===== src/rtl/core/bsc_pkg.sv =====
`timescale 1ns / 1ps

package bsc_pkg;

  // Input item selector
  typedef enum logic [2:0] {
    MODE_MOVE   = 3'd0,
    MODE_STOP   = 3'd1,
    MODE_READ   = 3'd2,
    MODE_LIMIT  = 3'd3,
    MODE_MOTOR  = 3'd4,
    MODE_SLIDER = 3'd5,
    MODE_RX     = 3'd6
  } mode_t;

  // Result item kind
  typedef enum logic [1:0] {
    KIND_TX       = 2'd0,
    KIND_POS      = 2'd1,
    KIND_CSUM_ERR = 2'd2
  } kind_t;

  localparam logic [7:0]  HDR_BYTE   = 8'h55;
  localparam logic [7:0]  OP_MOVE    = 8'h01;
  localparam logic [7:0]  OP_STOP    = 8'h0C;
  localparam logic [7:0]  OP_LIMIT   = 8'h14;
  localparam logic [7:0]  OP_READ    = 8'h1C;
  localparam logic [7:0]  OP_MOTOR   = 8'h1D;
  localparam logic [7:0]  LEN_SHORT  = 8'h03;
  localparam logic [7:0]  LEN_LONG   = 8'h07;
  localparam logic [7:0]  LEN_REPLY  = 8'h05;
  localparam logic [7:0]  MOTOR_ON   = 8'h01;
  localparam logic [7:0]  MOTOR_PAD  = 8'h00;
  localparam logic [15:0] POS_MAX    = 16'd1000;
  localparam logic [15:0] TIME_MAX   = 16'd30000;
  localparam logic [14:0] TIME_MIN   = 15'd50;
  localparam int          DEG_FULL   = 240;
  localparam logic [6:0]  PCT_MAX    = 7'd100;
  localparam int          PCT_SCALE  = 100;
  localparam logic [14:0] SLIDER_TIME_STEP = 15'(int'(TIME_MAX) / PCT_SCALE);

  // raw * 24 / 100 == (raw * 6) / 25; divide by 25 through a reciprocal
  localparam int          DEG_SHIFT  = 24;
  localparam logic [19:0] DEG_RECIP  = 20'd671089;

  localparam logic [7:0]  SERVO_ID_RESET = 8'd1;
  localparam int          QUEUE_DEPTH    = 4;

  // Slider percent to move position: (p * 240 / 100) * 1000 / 240, both truncated
  typedef logic [127:0][9:0] slider_tbl_t;

  function automatic slider_tbl_t build_slider_tbl();
    slider_tbl_t t;
    int          ang;
    t = '0;
    for (int i = 0; i <= PCT_SCALE; i++) begin
      ang  = (i * DEG_FULL) / PCT_SCALE;
      t[i] = 10'((ang * int'(POS_MAX)) / DEG_FULL);
    end
    return t;
  endfunction

  localparam slider_tbl_t SLIDER_POS = build_slider_tbl();

  // One job handed from the front to the back
  typedef struct packed {
    kind_t       kind;
    logic        long_pkt;
    logic [7:0]  opcode;
    logic [7:0]  p0;
    logic [7:0]  p1;
    logic [7:0]  p2;
    logic [7:0]  p3;
    logic [15:0] raw;
    logic [13:0] deg;
  } job_t;

endpackage


===== src/rtl/core/bsc_front.sv =====
`timescale 1ns / 1ps

module bsc_front (
  input  logic               clk,
  input  logic               rst_n,
  input  logic [7:0]         servo_id,
  input  logic               in_valid,
  output logic               in_ready,
  input  logic [2:0]         in_mode,
  input  logic [15:0]        in_target_position,
  input  logic [15:0]        in_move_time_ms,
  input  logic [15:0]        in_limit_min,
  input  logic [15:0]        in_limit_max,
  input  logic signed [15:0] in_motor_speed,
  input  logic signed [10:0] in_angle_percent,
  input  logic signed [10:0] in_speed_percent,
  input  logic [7:0]         in_rx_byte,
  input  logic               q_full,
  output logic               push,
  output bsc_pkg::job_t      job
);
  import bsc_pkg::*;

  typedef enum logic [7:0] {
    PH_HDR1 = 8'b0000_0001,
    PH_HDR2 = 8'b0000_0010,
    PH_ID   = 8'b0000_0100,
    PH_LEN  = 8'b0000_1000,
    PH_OP   = 8'b0001_0000,
    PH_LO   = 8'b0010_0000,
    PH_HI   = 8'b0100_0000,
    PH_SUM  = 8'b1000_0000
  } phase_t;

  phase_t      phase_r, phase_nxt;
  logic [15:0] reply_pos_r, reply_pos_nxt;

  logic        produce;
  logic        accept;
  logic [6:0]  ang_pct;
  logic [6:0]  spd_pct;
  logic [15:0] slider_pos;
  logic [14:0] slider_time;
  logic [15:0] mv_pos;
  logic [15:0] mv_time;
  logic [7:0]  reply_sum;
  logic [18:0] deg_x;
  logic [38:0] deg_prod;

  assign in_ready = !q_full;
  assign accept   = in_valid && in_ready;
  assign push     = accept && produce;

  always_comb begin
    ang_pct = in_angle_percent[10] ? 7'd0 :
              (in_angle_percent > 11'(PCT_MAX) ? PCT_MAX : in_angle_percent[6:0]);
    spd_pct = in_speed_percent[10] ? 7'd0 :
              (in_speed_percent > 11'(PCT_MAX) ? PCT_MAX : in_speed_percent[6:0]);
    slider_pos  = 16'(SLIDER_POS[ang_pct]);
    slider_time = 15'(spd_pct) * SLIDER_TIME_STEP;
    if (slider_time < TIME_MIN) begin
      slider_time = TIME_MIN;
    end
  end

  // Position in degrees for a reply: (raw * 6) * recip(25)
  assign deg_x     = 19'({reply_pos_r, 2'b00}) + 19'({reply_pos_r, 1'b0});
  assign deg_prod  = 39'(deg_x) * 39'(DEG_RECIP);
  assign reply_sum = servo_id + LEN_REPLY + OP_READ + reply_pos_r[7:0] + reply_pos_r[15:8];

  always_comb begin
    job           = '0;
    job.kind      = KIND_TX;
    produce       = 1'b0;
    phase_nxt     = phase_r;
    reply_pos_nxt = reply_pos_r;
    mv_pos        = in_target_position;
    mv_time       = in_move_time_ms;
    if (mode_t'(in_mode) == MODE_SLIDER) begin
      mv_pos  = slider_pos;
      mv_time = 16'(slider_time);
    end
    case (mode_t'(in_mode))
      MODE_MOVE, MODE_SLIDER: begin
        job.long_pkt = 1'b1;
        job.opcode   = OP_MOVE;
        job.p0       = mv_pos[7:0];
        job.p1       = mv_pos[15:8];
        job.p2       = mv_time[7:0];
        job.p3       = mv_time[15:8];
        produce      = (mv_pos <= POS_MAX) && (mv_time <= TIME_MAX);
      end
      MODE_STOP: begin
        job.opcode = OP_STOP;
        produce    = 1'b1;
      end
      MODE_READ: begin
        job.opcode = OP_READ;
        produce    = 1'b1;
      end
      MODE_LIMIT: begin
        job.long_pkt = 1'b1;
        job.opcode   = OP_LIMIT;
        job.p0       = in_limit_min[7:0];
        job.p1       = in_limit_min[15:8];
        job.p2       = in_limit_max[7:0];
        job.p3       = in_limit_max[15:8];
        produce      = (in_limit_min < in_limit_max) && (in_limit_min <= POS_MAX)
                       && (in_limit_max <= POS_MAX);
      end
      MODE_MOTOR: begin
        job.long_pkt = 1'b1;
        job.opcode   = OP_MOTOR;
        job.p0       = MOTOR_ON;
        job.p1       = MOTOR_PAD;
        job.p2       = in_motor_speed[7:0];
        job.p3       = in_motor_speed[15:8];
        produce      = 1'b1;
      end
      MODE_RX: begin
        case (phase_r)
          PH_HDR1: if (in_rx_byte == HDR_BYTE) phase_nxt = PH_HDR2;
          PH_HDR2: phase_nxt = (in_rx_byte == HDR_BYTE) ? PH_ID : PH_HDR1;
          PH_ID:   phase_nxt = (in_rx_byte == servo_id) ? PH_LEN : PH_HDR1;
          PH_LEN:  phase_nxt = (in_rx_byte == LEN_REPLY) ? PH_OP : PH_HDR1;
          PH_OP:   phase_nxt = (in_rx_byte == OP_READ) ? PH_LO : PH_HDR1;
          PH_LO: begin
            reply_pos_nxt = {8'h00, in_rx_byte};
            phase_nxt     = PH_HI;
          end
          PH_HI: begin
            reply_pos_nxt = {in_rx_byte, reply_pos_r[7:0]};
            phase_nxt     = PH_SUM;
          end
          PH_SUM: begin
            phase_nxt = PH_HDR1;
            produce   = 1'b1;
            if (in_rx_byte == ~reply_sum) begin
              job.kind = KIND_POS;
              job.raw  = reply_pos_r;
              job.deg  = deg_prod[DEG_SHIFT+13:DEG_SHIFT];
            end else begin
              job.kind = KIND_CSUM_ERR;
            end
          end
          default: phase_nxt = PH_HDR1;
        endcase
      end
      default: ;
    endcase
  end

  always_ff @(posedge clk) begin
    if (!rst_n) begin
      phase_r     <= PH_HDR1;
      reply_pos_r <= '0;
    end else if (accept) begin
      phase_r     <= phase_nxt;
      reply_pos_r <= reply_pos_nxt;
    end
  end

endmodule


===== src/rtl/core/bsc_queue.sv =====
`timescale 1ns / 1ps

module bsc_queue #(
  parameter int DEPTH = bsc_pkg::QUEUE_DEPTH
) (
  input  logic          clk,
  input  logic          rst_n,
  input  logic          push,
  input  bsc_pkg::job_t push_job,
  input  logic          pop,
  output bsc_pkg::job_t pop_job,
  output logic          not_empty,
  output logic          full
);
  import bsc_pkg::*;

  // DEPTH is a power of two, at least 2
  localparam int AW = $clog2(DEPTH);
  localparam int CW = $clog2(DEPTH + 1);

  job_t          slot_r [DEPTH];
  logic [AW-1:0] wr_ptr_r, rd_ptr_r;
  logic [CW-1:0] count_r;

  assign not_empty = (count_r != '0);
  assign full      = (count_r == CW'(DEPTH));
  assign pop_job   = slot_r[rd_ptr_r];

  always_ff @(posedge clk) begin
    if (push) begin
      slot_r[wr_ptr_r] <= push_job;
    end
  end

  always_ff @(posedge clk) begin
    if (!rst_n) begin
      wr_ptr_r <= '0;
      rd_ptr_r <= '0;
      count_r  <= '0;
    end else begin
      if (push) wr_ptr_r <= wr_ptr_r + 1'b1;
      if (pop)  rd_ptr_r <= rd_ptr_r + 1'b1;
      case ({push, pop})
        2'b10:   count_r <= count_r + 1'b1;
        2'b01:   count_r <= count_r - 1'b1;
        default: count_r <= count_r;
      endcase
    end
  end

endmodule


===== src/rtl/core/bsc_back.sv =====
`timescale 1ns / 1ps

module bsc_back (
  input  logic          clk,
  input  logic          rst_n,
  input  logic [7:0]    servo_id,
  input  logic          q_valid,
  input  bsc_pkg::job_t q_job,
  output logic          pop,
  output logic          out_valid,
  input  logic          out_ready,
  output logic [1:0]    out_kind,
  output logic [7:0]    out_tx_byte,
  output logic          out_last,
  output logic [15:0]   out_position_raw,
  output logic [13:0]   out_position_degrees
);
  import bsc_pkg::*;

  // Byte positions within a packet
  localparam logic [3:0] IDX_HDR1       = 4'd0;
  localparam logic [3:0] IDX_HDR2       = 4'd1;
  localparam logic [3:0] IDX_ID         = 4'd2;
  localparam logic [3:0] IDX_LEN        = 4'd3;
  localparam logic [3:0] IDX_OP         = 4'd4;
  localparam logic [3:0] IDX_P0         = 4'd5;
  localparam logic [3:0] IDX_P1         = 4'd6;
  localparam logic [3:0] IDX_P2         = 4'd7;
  localparam logic [3:0] IDX_P3         = 4'd8;
  localparam logic [3:0] IDX_CSUM_SHORT = 4'd5;
  localparam logic [3:0] IDX_CSUM_LONG  = 4'd9;

  logic        busy_r;
  job_t        cur_r;
  logic [3:0]  idx_r;
  logic [7:0]  sum_r;

  logic        out_valid_r;
  kind_t       out_kind_r;
  logic [7:0]  out_tx_r;
  logic        out_last_r;
  logic [15:0] out_raw_r;
  logic [13:0] out_deg_r;

  logic        adv;
  logic        is_csum;
  logic        done;
  logic [7:0]  pkt_byte;

  assign adv     = busy_r && (!out_valid_r || out_ready);
  assign is_csum = (idx_r == (cur_r.long_pkt ? IDX_CSUM_LONG : IDX_CSUM_SHORT));
  assign done    = adv && ((cur_r.kind != KIND_TX) || is_csum);
  assign pop     = q_valid && (!busy_r || done);

  always_comb begin
    if (is_csum) begin
      pkt_byte = ~sum_r;
    end else begin
      case (idx_r)
        IDX_HDR1, IDX_HDR2: pkt_byte = HDR_BYTE;
        IDX_ID:             pkt_byte = servo_id;
        IDX_LEN:            pkt_byte = cur_r.long_pkt ? LEN_LONG : LEN_SHORT;
        IDX_OP:             pkt_byte = cur_r.opcode;
        IDX_P0:             pkt_byte = cur_r.p0;
        IDX_P1:             pkt_byte = cur_r.p1;
        IDX_P2:             pkt_byte = cur_r.p2;
        IDX_P3:             pkt_byte = cur_r.p3;
        default:            pkt_byte = '0;
      endcase
    end
  end

  // Job sequencing
  always_ff @(posedge clk) begin
    if (!rst_n) begin
      busy_r <= 1'b0;
    end else if (pop) begin
      busy_r <= 1'b1;
    end else if (done) begin
      busy_r <= 1'b0;
    end
  end

  always_ff @(posedge clk) begin
    if (pop) begin
      cur_r <= q_job;
      idx_r <= IDX_HDR1;
      sum_r <= '0;
    end else if (adv) begin
      idx_r <= idx_r + 1'b1;
      if (idx_r >= IDX_ID) begin
        sum_r <= sum_r + pkt_byte;
      end
    end
  end

  // Output register
  always_ff @(posedge clk) begin
    if (!rst_n) begin
      out_valid_r <= 1'b0;
    end else if (adv) begin
      out_valid_r <= 1'b1;
    end else if (out_ready) begin
      out_valid_r <= 1'b0;
    end
  end

  always_ff @(posedge clk) begin
    if (adv) begin
      out_kind_r <= cur_r.kind;
      if (cur_r.kind == KIND_TX) begin
        out_tx_r   <= pkt_byte;
        out_last_r <= is_csum;
        out_raw_r  <= '0;
        out_deg_r  <= '0;
      end else begin
        out_tx_r   <= '0;
        out_last_r <= 1'b1;
        out_raw_r  <= cur_r.raw;
        out_deg_r  <= cur_r.deg;
      end
    end
  end

  assign out_valid            = out_valid_r;
  assign out_kind             = out_kind_r;
  assign out_tx_byte          = out_tx_r;
  assign out_last             = out_last_r;
  assign out_position_raw     = out_raw_r;
  assign out_position_degrees = out_deg_r;

endmodule


===== src/rtl/core/bus_servo_command_framer.sv =====
`timescale 1ns / 1ps
// Host-side framer for a serial bus servo link.
//
// Input channel (in_valid/in_ready): one beat is either a command request
// (move, stop, read position, angle limit, motor mode, slider) or one byte
// received from the bus, chosen by in_mode. Commands with out-of-range
// arguments and the unused mode are accepted and dropped.
// Output channel (out_valid/out_ready): one beat per packet byte (kind 0),
// with out_last on the checksum byte, or one beat per reply report
// (kind 1 position, kind 2 checksum error), always with out_last set.
// Config channel (cfg_valid/cfg_ready): writes the servo bus id; write it
// only while no work is in flight. cfg_ready is always high.
// Results pass the queue, job and output registers. Throughput: a packet
// streams one byte per cycle unless stalled, 6 beats for stop/read and 10
// beats for the long packets; a report is one beat. The output stage sets
// the pace; a queue of QUEUE_DEPTH jobs sits between classifier and framer.
// Reset: queue emptied, reply matcher waits for a first header, id is 1.
// When the receiver stalls the output beat holds; the queue fills and then
// in_ready drops until the framer drains a job.
module bus_servo_command_framer #(
  parameter int QUEUE_DEPTH = bsc_pkg::QUEUE_DEPTH
) (
  input  logic               clk,
  input  logic               rst_n,
  input  logic               cfg_valid,
  output logic               cfg_ready,
  input  logic [7:0]         cfg_data,
  input  logic               in_valid,
  output logic               in_ready,
  input  logic [2:0]         in_mode,
  input  logic [15:0]        in_target_position,
  input  logic [15:0]        in_move_time_ms,
  input  logic [15:0]        in_limit_min,
  input  logic [15:0]        in_limit_max,
  input  logic signed [15:0] in_motor_speed,
  input  logic signed [10:0] in_angle_percent,
  input  logic signed [10:0] in_speed_percent,
  input  logic [7:0]         in_rx_byte,
  output logic               out_valid,
  input  logic               out_ready,
  output logic [1:0]         out_kind,
  output logic [7:0]         out_tx_byte,
  output logic               out_last,
  output logic [15:0]        out_position_raw,
  output logic [13:0]        out_position_degrees
);
  import bsc_pkg::*;

  logic [7:0] servo_id_r;
  logic       q_push;
  logic       q_pop;
  logic       q_full;
  logic       q_not_empty;
  job_t       push_job;
  job_t       pop_job;

  // Servo id register; taken whenever the write beat shows
  assign cfg_ready = 1'b1;

  always_ff @(posedge clk) begin
    if (!rst_n) begin
      servo_id_r <= SERVO_ID_RESET;
    end else if (cfg_valid && cfg_ready) begin
      servo_id_r <= cfg_data;
    end
  end

  // Front: accept beats, check arguments, run the reply matcher, build jobs
  bsc_front u_front (
    .clk                (clk),
    .rst_n              (rst_n),
    .servo_id           (servo_id_r),
    .in_valid           (in_valid),
    .in_ready           (in_ready),
    .in_mode            (in_mode),
    .in_target_position (in_target_position),
    .in_move_time_ms    (in_move_time_ms),
    .in_limit_min       (in_limit_min),
    .in_limit_max       (in_limit_max),
    .in_motor_speed     (in_motor_speed),
    .in_angle_percent   (in_angle_percent),
    .in_speed_percent   (in_speed_percent),
    .in_rx_byte         (in_rx_byte),
    .q_full             (q_full),
    .push               (q_push),
    .job                (push_job)
  );

  // Job queue: decouple classification from byte streaming
  bsc_queue #(
    .DEPTH (QUEUE_DEPTH)
  ) u_queue (
    .clk       (clk),
    .rst_n     (rst_n),
    .push      (q_push),
    .push_job  (push_job),
    .pop       (q_pop),
    .pop_job   (pop_job),
    .not_empty (q_not_empty),
    .full      (q_full)
  );

  // Back: stream packet bytes with running checksum, or emit a report
  bsc_back u_back (
    .clk                  (clk),
    .rst_n                (rst_n),
    .servo_id             (servo_id_r),
    .q_valid              (q_not_empty),
    .q_job                (pop_job),
    .pop                  (q_pop),
    .out_valid            (out_valid),
    .out_ready            (out_ready),
    .out_kind             (out_kind),
    .out_tx_byte          (out_tx_byte),
    .out_last             (out_last),
    .out_position_raw     (out_position_raw),
    .out_position_degrees (out_position_degrees)
  );

endmodule


===== config.mk =====
export PLATFORM = sky130hd
export DESIGN_NAME = bus_servo_command_framer
export DESIGN_NICKNAME = d
export VERILOG_FILES = /design/src/rtl/core/bsc_pkg.sv /design/src/rtl/core/bsc_front.sv /design/src/rtl/core/bsc_queue.sv /design/src/rtl/core/bsc_back.sv /design/src/rtl/core/bus_servo_command_framer.sv
export SDC_FILE = /design/constraint.sdc
export NUM_CORES = 1
export LEC_CHECK = 0
export ABC_AREA = 0
export BUFFER_PORTS_ARGS = -buffer_cell sky130_fd_sc_hd__buf_2
export CORE_ASPECT_RATIO = 0.6
export CORE_MARGIN = 10
export CORE_UTILIZATION = 63
export CTS_CLUSTER_SIZE = 8
export DETAILED_ROUTE_END_ITERATION = 10
export PLACE_DENSITY = 0.83
export SLEW_MARGIN = 20
export SYNTH_ARGS = -nofsm -noshare
export SYNTH_HDL_FRONTEND = slang
export SYNTH_HIERARCHICAL = 1
export SYNTH_SLANG_ARGS = --single-unit

===== constraint.sdc =====
create_clock -name clk -period 11.6 [get_ports clk]
set_input_delay 0 -clock clk [delete_from_list [all_inputs] [get_ports clk]]
set_output_delay 0 -clock clk [all_outputs]
set_load 0.02 [all_outputs]

### Word-level counts from Yosys, hierarchy flattened

Memory sizes are Yosys's and may differ from the RTL's. A register that Yosys moved wholly into a read port is not among the register bits.
Index checks and enable logic that the tools add are counted.

* memory bits (read-only): 1280
* output and inout bits: 44
* bits in writable memories: 280
* memories: 2
* word-level logic and storage cells: 145
* register bits after elaboration: 102
* bits in latches: 0

* order comparisons: 10
* equal/unequal tests: 32
* add/subtract/negate cells: 11
* multipliers: 2
* reductions and logical operators: 31
* shift operators: 0
* muxes and demuxes: 37
* bitwise gates (word level): 3
* divide/modulo/power cells: 0

Memories
* (no name shown): depth 128, bits a word 10, rd ports 1, clocked after memory_dff 0, write ports 0, line bsc_front.sv:59 `slider_pos = 16'(SLIDER_POS[ang_pct]);`
* u_queue.slot_r: depth 4, bits a word 70, rd ports 1, clocked after memory_dff 1, write ports 1, line bsc_queue.sv:21 `job_t slot_r [DEPTH];`

Operator list (count)
* 32-bit one-hot mux with 3 select lines: 1
* 30-bit two-way mux: 3
* 8-bit one-hot mux with 8 select lines: 1
* 8-bit one-hot mux with 7 select lines: 1
* 16-bit by 10-bit less-or-equal comparator with 1-bit output (second input constant): 3
* 19-bit by 20-bit multiplier with 38-bit output (second input constant): 1
* 16-bit two-way mux: 2
* 16-bit one-hot mux with 2 select lines: 1
* 7-bit two-way mux: 4
* 5-bit one-hot mux with 5 select lines: 1
* 8-bit adder: 3
* 11-bit by 7-bit greater-than comparator with 1-bit output (second input constant): 2
* 18-bit by 17-bit adder with 19-bit output: 1
* 4-bit by 3-bit equality test with 1-bit output (second input constant): 4
* 8-bit by 3-bit equality test with 1-bit output (second input constant): 2
* 8-bit by 5-bit equality test with 1-bit output (second input constant): 2
* 8-bit by 7-bit equality test with 1-bit output (second input constant): 2
* 8-bit equality test: 2
* 16-bit by 15-bit less-or-equal comparator with 1-bit output (second input constant): 1
* 16-bit < comparator: 1
* 8-bit two-way mux: 2
* 8-bit NOT: 2
* 15-bit by 6-bit < comparator with 1-bit output (second input constant): 1
* 15-bit two-way mux: 1
* other kinds (48): 82

### Longest topological paths before layout

* word-level depth: 13
* gate-level depth with buffers: 33
* gate-level depth less buffers: 33

### Hierarchy

The synthesis kept the hierarchy.

By module, submodules not included
* bsc_front: area an instance 12567.1 um^2, cells each 1544, times used 1
* bsc_queue: area an instance 11059.4 um^2, cells each 427, times used 1
* bsc_back: area an instance 5113.7 um^2, cells each 345, times used 1
* bus_servo_command_framer: area an instance 310.3 um^2, cells each 27, times used 1

### Least setup slack after synthesis

Ideal clock, no wire load.

* path type: flip-flop to flip-flop
* start: register u_front.reply_pos_r[2]
* end: memory u_queue/slot_r[0][12] (netlist name) (data pin)
* required time: 11323 ps
* period minus slack after synthesis: 8668 ps
* setup time: 277 ps
* path buffers: 0
* path slack: 2932 ps
* data arrival time: 8391 ps
* stages on the path, launching flop included: 30
* cell sequence: dfxtp_1 > ha_1 > a21o_1 > a21oi_2 > nor2_1 > o21a_1 > o311a_1 > o31a_1 > nand4_1 > a41oi_1 > nor2_1 > xnor2_1 > fa_1 > fa_1 > fa_1 > inv_1 > fa_1 > fa_1 > fa_1 > ha_1 > a21o_1 > a21o_1 > a21o_1 > nor4_2 > a2111oi_1 > o31a_1 > a311o_1 > a41oi_1 > xor2_1 > nor2_1

RTL lines
* start, declared: line bsc_front.sv:36 `logic [15:0] reply_pos_r, reply_pos_nxt;`
* start signal, assigned: line bsc_front.sv:159 `reply_pos_r <= reply_pos_nxt;`
* end, declared: line bsc_queue.sv:21

==> summary.md <==
| Metric | Value |
|---|---|
| Post-route ant nets | `0` |
| Met1 Use GR | `39.2%` |
| Run status | `complete, but fails checks` |
| CP endpoint kind | `register` |
| Post-Synthesis Mean Instance Area | `12.4 µm²` |
| Largest net degree at the start of global routing | `55` |
| Async SR Flop Fraction | `0%` |
| Startpoint Class | `register` |
| Fillcell total | `3030` |
| Final setup viols | `0` |
| CTS buffer count | `68` |
| # IOs | `170` |
| First-pass GRT wire length | `123 mm` |
| Compound-Gate Fraction of Synth Area | `9.69%` |
| RSZ-0062 raised after global routing | `false` |
| Buffers added on ports | `168` |
| Sw Ratio | `29.6%` |
| Area Overhead vs Synth | `12.2%` |
| CP Max Fanout | `14` |
| Clk sinks | `461` |
| Internal | `3740 µW` |
| Combinational power share | `21.1%` |
| Worst-path clk slew | `0.05 ns` |
| CP Class | `reg -> reg` |
| Max VDD drop | `110 µV` |
| Fin crit period | `9.98 ns` |
| Combinational family with the most area after synthesis | `adder cells` |
| Setup_tns | `0 ns` |
| Total GRT Usage | `28.3%` |
| Synth top area share | `42.0%` |
| Most common library cells after synthesis | `406 x edfxtp_1, 269 x inv_1, 262 x ha_1` |
| Failing checks | `negative hold slack` |
| Hold Path Class | `in -> reg` |
| Endpoints failing hold | `4` |
| Finished Core Util | `72.2%` |
| Most used routing layer | `met2` |
| Post-Syn Instances | `2343` |
| Clock Tree Root | `clkbuf_16` |
| Vias in the first global route | `21100` |
| Placed cell count | `3055` |
| EDFF count, synth | `406` |
| Clock Latency Late Sink | `0.59 ns` |
| Final WL | `80.4 mm` |
| Fmax | `100 MHz` |
| Hold Path Depth | `3` |
| Die area | `55400 µm²` |
| Met3 Track Usage GR | `8.05%` |
| Layout cells sized above 1 | `14.4%` |
| Adder-cell share of the synthesized area | `20.3%` |
| Initial Utilization | `64.3%` |
| Switch Pwr | `1570 µW` |
| Synth area leader | `edfxtp_1` |
| Mux contribution to synthesized area | `7.20%` |
| Most frequent CP cell | `fa_1` |
| Rows | `60` |
| Reg power frac | `44.2%` |
| XOR/XNOR share of the synthesized area | `2.38%` |
| Total of max-cap violations | `0` |
| Slew headroom | `30.3%` |
| CP max stage cell | `xnor2_1` |
| Core footprint | `45200 µm²` |
| GRT met2 Usage | `43.3%` |
| Synthesized cell area | `29100 µm²` |
| DRC Markers | `0` |
| Clock power frac | `34.7%` |
| Worst r2r path cells | `30` |
| Worst-margin pin slew | `1.04 ns` |
| Die span in x | `297 µm` |
| Register bit total from synthesis | `461` |
| Arr. time, crit path | `10.25 ns` |
| Vias per cell | `6.44` |
| Clk_skew | `0.0315 ns` |
| Routed wire per std cell | `25.1 µm` |
| DR vias | `20700` |
| Hold Slack | `-0.00546 ns` |
| Synthesis Warnings | `6` |
| Post-DP HPWL | `56.5 mm` |
| 1st-iter DRT viols | `2484` |
| Total congestion overflow | `0` |
| Iteration count of the initial detailed-routing pass | `7` |
| Antenna violations before repair | `1` |
| CTS resizes | `0` |
| Top_reg_cell synth | `edfxtp_1` |
| Post-Layout Cell Count | `3206` |
| Pwr dens | `163 nW/µm²` |
| Vert. Die Dim | `186 µm` |
| CTS tree | `built` |
| Most common cell in the synthesized netlist | `edfxtp_1` |
| Final worst-path cycle share | `86.0%` |
| Fraction of the yosys area taken by sequential cells | `45.8%` |
| Nets@finish | `3057` |
| Critical Path RT | `11.87 ns` |
| Slew Limit Fails | `0` |
| Deepest clock path buffer count | `3` |
| CP peak stage delay | `0.72 ns` |
| Synth top area cells | `edfxtp_1 42%, ha_1 11%, fa_1 9.0%, mux4_2 5.6%, dfxtp_1 3.8%` |
| GP Congestion | `0.987` |
| Count of distinct cell types in the synthesized netlist | `97` |
| Leak | `0.0136 µW` |
| H-tree depth | `3` |
| Post-Synth Simple-Gate Area | `9.26%` |
-- power groups by stage --
stage / combinational, µW / clock [µW] / sequential [µW]
floorplan: 768 / 0 / 2340
global placement: 1060 / 0 / 2360
detailed placement: 1090 / 0 / 2370
CTS: 1120 / 1850 / 2350
global route: 1200 / 1930 / 2370
finish: 1120 / 1840 / 2350
-- worst max-delay path, delay by kind of cell, from the launching register on --
| family | cells | cell delay, ns |
|---|---|---|
| compound gates | 13 | 3.46 |
| simple gates | 3 | 0.50 |
| fa+ha+maj | 9 | 4.02 |
| flops | 1 | 0.47 |
| buf+inv | 3 | 0.26 |
| xor+xnor | 2 | 0.93 |
-- metrics by stage --
step | total power [µW] | instance area, µm² | setup slack [ns] | hold WS [ns]
2_1_floorplan | 3110 | 29100 | 2.93 | 0.0619
3_3_place_gp | 3420 | 30300 | 2.09 | 0.219
3_5_place_dp | 3460 | 30300 | 1.76 | 0.243
4_1_cts | 5320 | 32600 | 1.73 | 0.000459
5_1_grt | 5490 | 32600 | 1.06 | 0.0150
6_report | 5310 | 32600 | 1.62 | -0.00546
-- logic make-up (layout without fill, tap and decap cells) --
group / count (synthesis) / after routing
DFF: 461 / 461
xor gates and xnor gates: 79 / 79
and+or+nand+nor: 509 / 509
buffers and inverters: 364 / 603
adders and majority gates: 393 / 393
AOI/OAI and AO/OA: 418 / 418
muxes: 117 / 117
other: 2 / 6
-- registers in the layout (all words and copies together), names as in the netlist, named ones only --
name,cells
u_queue/count_r,3
u_back/idx_r,4
u_front/phase_r,8
u_back/out_position_degrees,14
u_back/out_position_raw,16
u_back/cur_r,73
u_back/sum_r,8
u_queue/wr_ptr_r,2
servo_id_r,8
u_back/out_last,1
u_back/out_kind,2
u_back/out_tx_byte,8
u_front/reply_pos_r,16
u_back/out_valid,1
u_queue/slot_r,292
u_queue/rd_ptr_r,2
u_back/busy_r,1
-- layer usage --
| layer | wire length (µm) | part of all wire, % |
|---|---|---|
| met1 | 33100 | 41 |
| met4 | 2100 | 2.6 |
| met5 | 0 | 0 |
| met2 | 36000 | 45 |
| met3 | 9280 | 12 |
-- final cells by class --
cell class	instances	area [µm²]	area share, %
Multi-Input combinational cell	1521	14200	43.6
Sequential cell	461	13300	40.8
Clock buffer	107	1870	5.73
Timing Repair Buffer	217	1290	3.97
Inverter	270	1010	3.11
Tap cell	620	776	2.38
Clock inverter	9	124	0.380
Antenna cell	1	2.50	0.00767
-- what timing repair did --
item,in CTS,in global routing
setup buffers,0,0
hold endpoints to repair,56,0
hold buffers,34,0
-- path summary, 6_finish.rpt --
kind                           from                    end  slack (ns)
max reg2reg  u_front/reply_pos_r[0]  u_queue/slot_r[2][12]        1.62
min reg2reg         u_back/sum_r[0]        u_back/sum_r[0]        0.49
max          u_front/reply_pos_r[0]  u_queue/slot_r[2][12]        1.62
min                in_limit_min[12]  u_queue/slot_r[2][50]      -0.005
-- cell usage in the layout, fill, tap and decap left out, drive strengths merged, types with 33 or more instances in the layout --
| master | n |
|---|---|
| edfxtp | 406 |
| nor3 | 41 |
| clkbuf | 107 |
| mux2i | 41 |
| mux4 | 73 |
| inv | 272 |
| nor2b | 42 |
| buf | 183 |
| a21oi | 93 |
| nand3 | 33 |
| and2 | 58 |
| xnor2 | 52 |
| nand2 | 109 |
| dlygate4sd3 | 34 |
| nor2 | 108 |
| a211oi | 34 |
| o21ai | 90 |
| ha | 262 |
| fa | 130 |
| dfxtp | 55 |
(Power assumes the default switching activity.)
